File: src/design/moving_average_warmup_core_defines.svh
// Assertion shorthands used by the moving-average core.
`ifndef MOVING_AVERAGE_WARMUP_CORE_DEFINES_SVH
`define MOVING_AVERAGE_WARMUP_CORE_DEFINES_SVH

// Same-cycle implication, checked on the rising clock edge.
`define MAVG_ASSERT_NOW(label, pre, post) \
  label: assert property (@(posedge clk) disable iff (!rst_n) (pre) |-> (post)) \
    else $error("moving average core: same-cycle check failed");

// Next-cycle implication, checked on the rising clock edge.
`define MAVG_ASSERT_NEXT(label, pre, post) \
  label: assert property (@(posedge clk) disable iff (!rst_n) (pre) |=> (post)) \
    else $error("moving average core: next-cycle check failed");

`endif

File: src/design/mavg_pkg.sv
`default_nettype none
package mavg_pkg;

  localparam int ANGLE_W        = 16;
  localparam int WINDOW_DEFAULT = 8;

  typedef enum logic [1:0] {
    ST_IDLE,
    ST_ADD,
    ST_SUB,
    ST_DIV
  } mavg_state_t;

  typedef struct packed {
    logic busy;
    logic done;
  } div_stat_t;

endpackage
`default_nettype wire

File: src/design/mavg_if.sv
`default_nettype none
interface mavg_in_if;
  logic                                valid;
  logic                                ready;
  logic signed [mavg_pkg::ANGLE_W-1:0] angle_sample;

  modport source (output valid, output angle_sample, input ready);
  modport sink   (input valid, input angle_sample, output ready);
endinterface

interface mavg_out_if;
  logic                                valid;
  logic                                ready;
  logic signed [mavg_pkg::ANGLE_W-1:0] filtered_angle;

  modport source (output valid, output filtered_angle, input ready);
  modport sink   (input valid, input filtered_angle, output ready);
endinterface
`default_nettype wire

File: src/design/moving_average_warmup_core.sv
`default_nettype none
// Moving-average filter for signed Q4.12 joint angles. Every accepted angle_sample
// enters a circular window of the last WINDOW samples and yields one filtered_angle,
// the mean of the samples held so far, truncated toward zero; until WINDOW samples
// have arrived since reset the divisor is the count seen. Each quotient comes from the
// one-bit-per-cycle restoring divider; the running sum is updated through a single
// shared adder, first in ST_ADD and then in ST_SUB. in_chan.ready is high only while
// the sequencer is idle. A finished result waits in the output register; the next item
// is still accepted, but its own result is held in ST_DIV until that register is free.
module moving_average_warmup_core #(
  parameter int WINDOW = mavg_pkg::WINDOW_DEFAULT
) (
  input wire logic clk,
  input wire logic rst_n,
  mavg_in_if.sink    in_chan,
  mavg_out_if.source out_chan
);

  `include "moving_average_warmup_core_defines.svh"

  localparam int AW   = mavg_pkg::ANGLE_W;
  localparam int SUMW = AW + $clog2(WINDOW);
  localparam int CNTW = $clog2(WINDOW + 1);
  localparam int PTRW = (WINDOW > 1) ? $clog2(WINDOW) : 1;

  mavg_pkg::mavg_state_t state_r, state_nxt;

  logic signed [AW-1:0]   win_mem [WINDOW];
  logic signed [AW-1:0]   x_r;
  logic signed [AW-1:0]   old_r;
  logic signed [SUMW-1:0] sum_r;
  logic signed [SUMW-1:0] sum_nxt;
  logic signed [SUMW-1:0] add_b;
  logic        [CNTW-1:0] seen_r;
  logic        [PTRW-1:0] ptr_r;
  logic                   full_r;
  logic                   out_valid_r;
  logic signed [AW-1:0]   out_data_r;

  logic                   in_accept;
  logic                   slot_free;
  logic                   in_ready;
  logic                   do_add;
  logic                   do_sub;
  logic                   div_start;
  logic                   out_load;

  mavg_pkg::div_stat_t    div_stat;
  logic signed [SUMW-1:0] div_quo;

  assign in_accept = in_chan.valid && in_ready;
  assign slot_free = !out_valid_r || out_chan.ready;

  // Next state.
  always_comb begin
    state_nxt = state_r;
    unique case (state_r)
      mavg_pkg::ST_IDLE: if (in_accept) state_nxt = mavg_pkg::ST_ADD;
      mavg_pkg::ST_ADD:  state_nxt = mavg_pkg::ST_SUB;
      mavg_pkg::ST_SUB:  state_nxt = mavg_pkg::ST_DIV;
      mavg_pkg::ST_DIV:  if (div_stat.done && slot_free) state_nxt = mavg_pkg::ST_IDLE;
      default:           state_nxt = mavg_pkg::ST_IDLE;
    endcase
  end

  // Sequencer outputs.
  always_comb begin
    in_ready  = 1'b0;
    do_add    = 1'b0;
    do_sub    = 1'b0;
    div_start = 1'b0;
    out_load  = 1'b0;
    unique case (state_r)
      mavg_pkg::ST_IDLE: in_ready  = 1'b1;
      mavg_pkg::ST_ADD:  do_add    = 1'b1;
      mavg_pkg::ST_SUB: begin
        do_sub    = 1'b1;
        div_start = 1'b1;
      end
      mavg_pkg::ST_DIV:  out_load  = div_stat.done && slot_free;
      default: ;
    endcase
  end

  // Shared adder: add the new sample, then drop the displaced one once full.
  always_comb begin
    if (do_add) begin
      add_b = signed'(SUMW'(x_r));
    end else if (full_r) begin
      add_b = signed'(SUMW'(old_r));
    end else begin
      add_b = '0;
    end
    sum_nxt = do_sub ? (sum_r - add_b) : (sum_r + add_b);
  end

  always_ff @(posedge clk) begin
    if (!rst_n) begin
      state_r     <= mavg_pkg::ST_IDLE;
      sum_r       <= '0;
      seen_r      <= '0;
      ptr_r       <= '0;
      full_r      <= 1'b0;
      out_valid_r <= 1'b0;
    end else begin
      state_r <= state_nxt;
      if (do_add || do_sub) begin
        sum_r <= sum_nxt;
      end
      if (do_add) begin
        full_r <= (seen_r == CNTW'(WINDOW));
        if (seen_r != CNTW'(WINDOW)) begin
          seen_r <= seen_r + CNTW'(1);
        end
        ptr_r <= (ptr_r == PTRW'(WINDOW - 1)) ? '0 : ptr_r + PTRW'(1);
      end
      if (out_load) begin
        out_valid_r <= 1'b1;
      end else if (out_chan.ready) begin
        out_valid_r <= 1'b0;
      end
    end
  end

  always_ff @(posedge clk) begin
    if (in_accept) begin
      x_r <= in_chan.angle_sample;
    end
    if (out_load) begin
      out_data_r <= div_quo[AW-1:0];
    end
  end

  // Sample window: fetch the entry about to be displaced, then overwrite it.
  always_ff @(posedge clk) begin
    if (in_accept) begin
      old_r <= win_mem[ptr_r];
    end
    if (do_add) begin
      win_mem[ptr_r] <= x_r;
    end
  end

  mavg_div #(
    .SUMW (SUMW),
    .CNTW (CNTW)
  ) u_div (
    .clk      (clk),
    .rst_n    (rst_n),
    .start    (div_start),
    .dividend (sum_nxt),
    .divisor  (seen_r),
    .stat     (div_stat),
    .quotient (div_quo)
  );

  assign in_chan.ready           = in_ready;
  assign out_chan.valid          = out_valid_r;
  assign out_chan.filtered_angle = out_data_r;

  `MAVG_ASSERT_NOW(a_seen_bound, 1'b1, seen_r <= CNTW'(WINDOW))
  `MAVG_ASSERT_NOW(a_div_idle_on_start, div_start, !div_stat.busy && seen_r != '0)
  `MAVG_ASSERT_NEXT(a_accept_starts_add, in_accept, state_r == mavg_pkg::ST_ADD)
  `MAVG_ASSERT_NEXT(a_load_shows_result, out_load, out_valid_r && state_r == mavg_pkg::ST_IDLE)

endmodule
`default_nettype wire

File: src/design/mavg_div.sv
`default_nettype none
module mavg_div #(
  parameter int SUMW = 19,
  parameter int CNTW = 4
) (
  input  wire logic                   clk,
  input  wire logic                   rst_n,
  input  wire logic                   start,
  input  wire logic signed [SUMW-1:0] dividend,
  input  wire logic        [CNTW-1:0] divisor,
  output mavg_pkg::div_stat_t         stat,
  output logic signed      [SUMW-1:0] quotient
);

  localparam int STEPW = $clog2(SUMW + 1);

  logic [SUMW-1:0]  quo_r;
  logic [CNTW-1:0]  rem_r;
  logic [CNTW-1:0]  dvs_r;
  logic             neg_r;
  logic [STEPW-1:0] step_r;
  logic             busy_r;
  logic             done_r;

  logic [CNTW:0]    trial;
  logic [CNTW:0]    diff;
  logic             ge;
  logic [CNTW-1:0]  rem_nxt;
  logic [SUMW-1:0]  quo_nxt;
  logic [SUMW-1:0]  mag;

  // One restoring step: shift in the next dividend bit, subtract when it fits.
  always_comb begin
    trial   = {rem_r, quo_r[SUMW-1]};
    diff    = trial - {1'b0, dvs_r};
    ge      = ~diff[CNTW];
    rem_nxt = ge ? diff[CNTW-1:0] : trial[CNTW-1:0];
    quo_nxt = {quo_r[SUMW-2:0], ge};
    mag     = dividend[SUMW-1] ? (~dividend + SUMW'(1)) : dividend;
  end

  always_ff @(posedge clk) begin
    if (!rst_n) begin
      busy_r <= 1'b0;
      done_r <= 1'b0;
      step_r <= '0;
    end else if (start) begin
      busy_r <= 1'b1;
      done_r <= 1'b0;
      step_r <= STEPW'(SUMW);
    end else if (busy_r) begin
      step_r <= step_r - STEPW'(1);
      if (step_r == STEPW'(1)) begin
        busy_r <= 1'b0;
        done_r <= 1'b1;
      end
    end
  end

  always_ff @(posedge clk) begin
    if (start) begin
      quo_r <= mag;
      rem_r <= '0;
      dvs_r <= divisor;
      neg_r <= dividend[SUMW-1];
    end else if (busy_r) begin
      quo_r <= quo_nxt;
      rem_r <= rem_nxt;
    end
  end

  assign stat.busy = busy_r;
  assign stat.done = done_r;
  // Apply the sign afterwards so the quotient truncates toward zero.
  assign quotient  = neg_r ? -signed'(quo_r) : signed'(quo_r);

endmodule
`default_nettype wire

File: src/flat_wrapper.sv
// flat-port wrapper written by rule: the top's interface ports become plain ports
module moving_average_warmup_core_flat 
#(
  parameter int WINDOW = mavg_pkg::WINDOW_DEFAULT
)
  (clk, rst_n, in_chan_valid, in_chan_angle_sample, in_chan_ready, out_chan_valid, out_chan_filtered_angle, out_chan_ready);
  mavg_in_if in_chan_i ();
  mavg_out_if out_chan_i ();
  input wire logic clk;
  input wire logic rst_n;
  input wire logic [$bits(in_chan_i.valid)-1:0] in_chan_valid;
  input wire logic [$bits(in_chan_i.angle_sample)-1:0] in_chan_angle_sample;
  output wire logic [$bits(in_chan_i.ready)-1:0] in_chan_ready;
  output wire logic [$bits(out_chan_i.valid)-1:0] out_chan_valid;
  output wire logic [$bits(out_chan_i.filtered_angle)-1:0] out_chan_filtered_angle;
  input wire logic [$bits(out_chan_i.ready)-1:0] out_chan_ready;
  assign in_chan_i.valid = in_chan_valid;
  assign in_chan_i.angle_sample = in_chan_angle_sample;
  assign in_chan_ready = in_chan_i.ready;
  assign out_chan_valid = out_chan_i.valid;
  assign out_chan_filtered_angle = out_chan_i.filtered_angle;
  assign out_chan_i.ready = out_chan_ready;
  moving_average_warmup_core #(.WINDOW(WINDOW)) u_core (.clk(clk), .rst_n(rst_n), .in_chan(in_chan_i), .out_chan(out_chan_i));
endmodule
File: config.mk
export PLATFORM = sky130hd
export DESIGN_NAME = moving_average_warmup_core_flat
export DESIGN_NICKNAME = d
export VERILOG_FILES = /design/src/design/mavg_pkg.sv /design/src/design/mavg_if.sv /design/src/design/moving_average_warmup_core.sv /design/src/design/mavg_div.sv /design/src/flat_wrapper.sv
export VERILOG_INCLUDE_DIRS = /design/src /design/src/design
export SDC_FILE = /design/constraint.sdc
export NUM_CORES = 1
export LEC_CHECK = 0
export CORE_ASPECT_RATIO = 1.5
export CORE_MARGIN = 1.5
export CORE_UTILIZATION = 45
export CTS_CLUSTER_SIZE = 20
export DETAILED_ROUTE_END_ITERATION = 8
export DONT_BUFFER_PORTS = 1
export SLEW_MARGIN = 20
export SYNTH_ARGS = -nofsm -noshare
export SYNTH_HDL_FRONTEND = slang
export SYNTH_SLANG_ARGS = --single-unit
File: constraint.sdc
create_clock -name clk -period 5.44 [get_ports clk]
set_clock_uncertainty 0.05 [all_clocks]
set_input_delay 1.632 -clock clk [delete_from_list [all_inputs] [get_ports clk]]
set_output_delay 1.632 -clock clk [all_outputs]
set_load 0.02 [all_outputs]
After elaboration in Yosys (flattened, before gate mapping) --
Memory sizes are Yosys's and may differ from the RTL's. A register that Yosys moved wholly into a read port is not among the register bits. Index checks and enable logic that the tools add are counted.
Storage, ports and cells: memories kept 1, memory bits (writable) 128, flip-flop bits (word level) 97, word-level logic and storage cells 74
Operators by class: bitwise operators 3, eq/ne operators 9, add/subtract/negate cells 8, reductions and logical operators 12, multiplexer cells 25
Memories:
- u_core.win_mem | words 8, bits a word 16, read ports 1, clocked after Yosys merged registers in 1, wr ports 1, RTL line moving_average_warmup_core.sv:28 | logic signed [AW-1:0] win_mem [WINDOW];
Operators with widths (number):
- two-way mux 19 bit | 6
- adder 19 bit | 1
- adder 19 x 2 -> 19 bit (second input constant) | 1
- NOT 19 bit | 1
- subtractor 19 bit | 1
- two-way mux 16 bit | 1
- negation 16 bit | 1
- two-way mux 1 bit | 11
- two-way mux 5 bit | 2
- one-hot mux 2 bit (4 select lines) | 1
- AND reduction 2 bit | 3
- == test 5 x 1 -> 1 bit (second input constant) | 1
- subtractor 5 x 1 -> 5 bit (second input constant) | 1
- subtractor 5 x 4 -> 5 bit | 1
- adder 4 x 1 -> 4 bit (second input constant) | 1
- == test 2 bit (second input constant) | 2
- == test 4 bit (second input constant) | 1
- two-way mux 2 bit | 2
- two-way mux 4 bit | 1
- inequality test 2 x 1 -> 1 bit (second input constant) | 2
- inequality test 4 bit (second input constant) | 1
- nonzero test 2 bit | 2
- adder 3 x 1 -> 3 bit (second input constant) | 1
- == test 3 bit (second input constant) | 1
- 8 further kinds | 11

Logic depth before layout (Yosys ltp) --
depth in word-level cells 9, depth in mapped cells 25, depth with buffers taken out 21

Modules after synthesis --
Synthesis repeated with hierarchy kept, for this count alone.
Unflattened totals: cell total of the unflattened synthesis 882, area total of the unflattened synthesis 11691.2 um2
By module, submodules not included:
- moving_average_warmup_core | cells each 604, area an instance 9150.0 um2, times used 1, sequential area each 5885.6 um2
- mavg_div | cells each 278, area an instance 2541.2 um2, times used 1, sequential area each 940.9 um2

Worst setup path after synthesis --
OpenSTA, ideal clock, no wires.
kind register to register, start point reg u_core.state_r[1], end point reg u_core.u_div.quo_r[17] (data pin), arrival 4.614 ns, setup time 0.260 ns, stages on the path, launching flop included 24, path slack 0.515 ns, cell sequence dfxtp_1 -> inv_1 -> ha_1 -> buf_6 -> buf_2 -> a22oi_1 -> ha_1 -> inv_1 -> a221o_1 -> nor4b_4 -> or2b_1 -> nand2b_1 -> xnor2_1 -> ha_1 -> clkbuf_1 -> nand4_1 -> o22a_1 -> nand2_1 -> o31ai_1 -> xor2_1 -> nor3b_1 -> a41oi_1 -> xnor2_1 -> mux2_4
Between the ends: cells in the longest elaborated chain, start to end 9, elaborated cells between the ends (all ways) 12, classes of those cells add/sub: 3; eq/ne: 2; mux: 6; bitwise: 1
Ends and longest elaborated chain:
- start, declared | RTL line moving_average_warmup_core.sv:26 | mavg_pkg::mavg_state_t state_r, state_nxt;
- start signal, assigned | RTL line moving_average_warmup_core.sv:99 | state_r <= mavg_pkg::ST_IDLE;
- start signal, assigned | RTL line moving_average_warmup_core.sv:106 | state_r <= state_nxt;
- == test 2 x 1 -> 1 bit | RTL line moving_average_warmup_core.sv:73 | unique case (state_r)
- two-way mux 1 bit | RTL line moving_average_warmup_core.sv:73
- two-way mux 19 bit | RTL line moving_average_warmup_core.sv:87 | if (do_add) begin
- adder 19 bit or subtractor 19 bit (tied branches) | RTL line moving_average_warmup_core.sv:94 | sum_nxt = do_sub ? (sum_r - add_b) : (sum_r + add_b);
- two-way mux 19 bit | RTL line moving_average_warmup_core.sv:94
- NOT 19 bit | RTL line mavg_div.sv:39 | mag = dividend[SUMW-1] ? (~dividend + SUMW'(1)) : dividend;
- adder 19 x 2 -> 19 bit | RTL line mavg_div.sv:39
- two-way mux 19 bit | RTL line mavg_div.sv:39
- two-way mux 19 bit * | RTL line mavg_div.sv:61 | if (start) begin
- end signal, assigned | RTL line mavg_div.sv:62 | quo_r <= mag;
- end signal, assigned | RTL line mavg_div.sv:67 | quo_r <= quo_nxt;
- end, declared | RTL line mavg_div.sv:17 | logic [SUMW-1:0] quo_r;
Every way passes the cells marked *; elsewhere a longest branch is shown, timed or not. A chain may end at the register's enable or synchronous reset.

Final worst setup path --
start point reg u_core.state_r[1], end point reg u_core.u_div.quo_r[16] (data pin)
The elaborated chain is that of the path after synthesis.

==> impl_metrics.yaml <==
sta:
  hold_viol: 0
  period_minus_slack_ns: 5.10
  max_freq_mhz: 196
  fin_crit_sh: 0.938
  setup_viol: 0
  tightest_slew_ns: 1.06
  slew_violations: 0
  slew_headroom: 0.292
cts:
  cts.htree.levels: 1
  path_clk_slew_ns: 0.06
  clock_path_buffers: 3
  cts-root-buf: "clkbuf_16"
  clk_latency_ns: 0.51
  cts_tree: "done"
  clock-sinks: 241
  cts_inserted_buffers: 23
placement:
  dp_hpwl_mm: 15.1
  dp_cells: 1143
  gp_congestion: 0.858
  placed_area_mm2: 0.0118
  port_buffers: 0
synth:
  ys_seq_elements: 241
  synth.most_common_cell: "edfxtp_1"
  async_reset_ff_frac: 0
  syn_area_mm2: 0.0113
  synth_ff_type: "edfxtp_1"
  yosys-top-cells-count: "edfxtp_1, nor2_1, a21oi_1"
  netlist_top_cells_area: "edfxtp_1, dfxtp_1, mux4_2, ha_1, xnor2_1"
  syn_nets: 888
  yosysWarnings: 0
  yosysUniqueCellTypes: 62
  yosysSeqAreaShare: 0.603
  synth_edf_count: 200
  yosys.area.top_type_share: 0.531
  synthesis.instances: 831
  syn_avg_cell_area_um2: 13.6
  yosysTopAreaCell: "edfxtp_1"
grt:
  grt_usage: 0.172
  grt_max_degree: 50
  antenna_found_initial: 0
  grt-ovfl-total: 0
  grt_pass1_vias: 6876
  grt_pass1_wl_mm: 35.4
routing:
  via_count: 6560
  ant_nets: 0
  wire_per_inst_um: 18.7
  drtPass1Iterations: 4
  drtIter0Drc: 347
  vias_per_cell: 5.54
  finalWirelength_mm: 22.2
  route.detailed.drc: 0
cells_and_area:
  num_antenna_cells: 0
  final_area_mm2: 0.0125
  final_cells: 1185
  area_growth_pct: 10.5
  nets: 903
  drive_above_1_share: 0.149
floorplan:
  die_area_mm2: 0.0261
  die_w_um: 132
  rows: 70
  start_util: 0.462
  coreArea_mm2: 0.0245
  die_y_um: 197
  pin_count: 38
setup_path:
  path_class: "reg2reg"
  crit_arrival_ns: 5.30
  worst-path-max-fanout: 10
  cp-start-kind: "flop"
  required_ns: 5.63
  r2r_slack_ns: 0.34
  worstSetupEndpointType: "flop"
flow_run:
  max_cap_viol_count: 0
status:
  status: "completed"
min_path:
  hold_class: "reg2reg"
-- routing by layer --
metal,up-vias,track usage,share of wire
li1,3141,-,-
met1,3263,0.189,0.39
met2,108,0.339,0.55
met3,48,0.0192,0.026
met4,0,0.0611,0.030
met5,-,0,0
-- cells in the final DEF, fill, tap and decap left out, drive strengths merged, types with 25 or more instances in the layout --
master,count
edfxtp,200
nor2,63
a21oi,51
dfxtp,41
xnor2,39
inv,35
ha,35
mux4,32
nand2,30
clkbuf,30
xor2,28
o21ai,28
buf,26
mux2i,25
-- worst max-delay path, cell delays in order, from the launching register on --
cell and delay [ns]:
dfxtp_1 0.34, inv_1 0.09, ha_2 0.28, nor2b_4 0.07, a22oi_1 0.22, ha_1 0.25, inv_1 0.05, a221o_1 0.31
nor4b_4 0.30, buf_4 0.17, nor2_1 0.04, xor2_1 0.15, ha_1 0.45, nand4_1 0.23, nor4_1 0.36, o21ai_0 0.17
o211ai_1 0.18, xor2_1 0.12, buf_4 0.17, nor4_1 0.33, a41oi_1 0.18, xnor2_1 0.21, a21oi_1 0.09
-- flip-flops by register name, summed over array words and instances (netlist names), 3 cells and up --
signal                          flops
u_core.win_mem                    128
u_core.out_chan.filtered_angle     16
u_core.u_div.rem_r                  4
u_core.u_div.step_r                 5
u_core.old_r                       16
u_core.sum_r                       19
u_core.u_div.dvs_r                  4
u_core.u_div.quo_r                 19
u_core.ptr_r                        3
u_core.x_r                         16
u_core.seen_r                       4
-- worst paths after layout --
path,cells after the start,end,start
setup / recovery,22,u_core.u_div.quo_r[16],u_core.state_r[1]
setup reg to reg,22,u_core.u_div.quo_r[16],u_core.state_r[1]
hold / removal,1,u_core.sum_r[0],u_core.sum_r[0]
hold reg to reg,1,u_core.sum_r[0],u_core.sum_r[0]
-- repair_timing --
item                       in CTS  in global routing
resized for setup               0                  4
setup endpoints to repair       0                 18
setup buffers                   0                  2
hold buffers                    0                  0
-- cells by family (layout without fill, tap and decap cells) --
| kind of cell | Yosys count | in the layout | share of synthesized area |
|---|---|---|---|
| DFF | 241 | 241 | 0.603 |
| and+or+nand+nor | 193 | 193 | 0.0888 |
| AOI/OAI and AO/OA | 145 | 145 | 0.0817 |
| muxes | 77 | 77 | 0.106 |
| buffers and inverters | 71 | 101 | 0.0256 |
| xor gates and xnor gates | 67 | 67 | 0.0525 |
| adders and majority gates | 37 | 37 | 0.0422 |
-- cell type report --
class | count | area, um2
repair buffers | 26 | 203
inverters | 35 | 131
multi-input cells | 519 | 4240
fillers | 2073 | 12000
flip-flops and latches | 241 | 6830
clock inverters | 10 | 100
clock buffers | 30 | 602
well taps | 324 | 405
-- through the flow --
step	setup slack [ns]	setup TNS, ns	hold slack, ns	util
finish	0.335	0	0.438	0.510
floorplan	0.515	0	0.401	-
CTS	0.126	0	0.442	0.509
global placement	0.328	0	0.417	0.480
detailed placement	0.141	0	0.426	0.480
global route	-0.0849	-0.0849	0.462	0.510
Power is left out: the tool's default activity adds up to more than one toggle a clock period on the data nets, which glitch-free logic cannot reach.
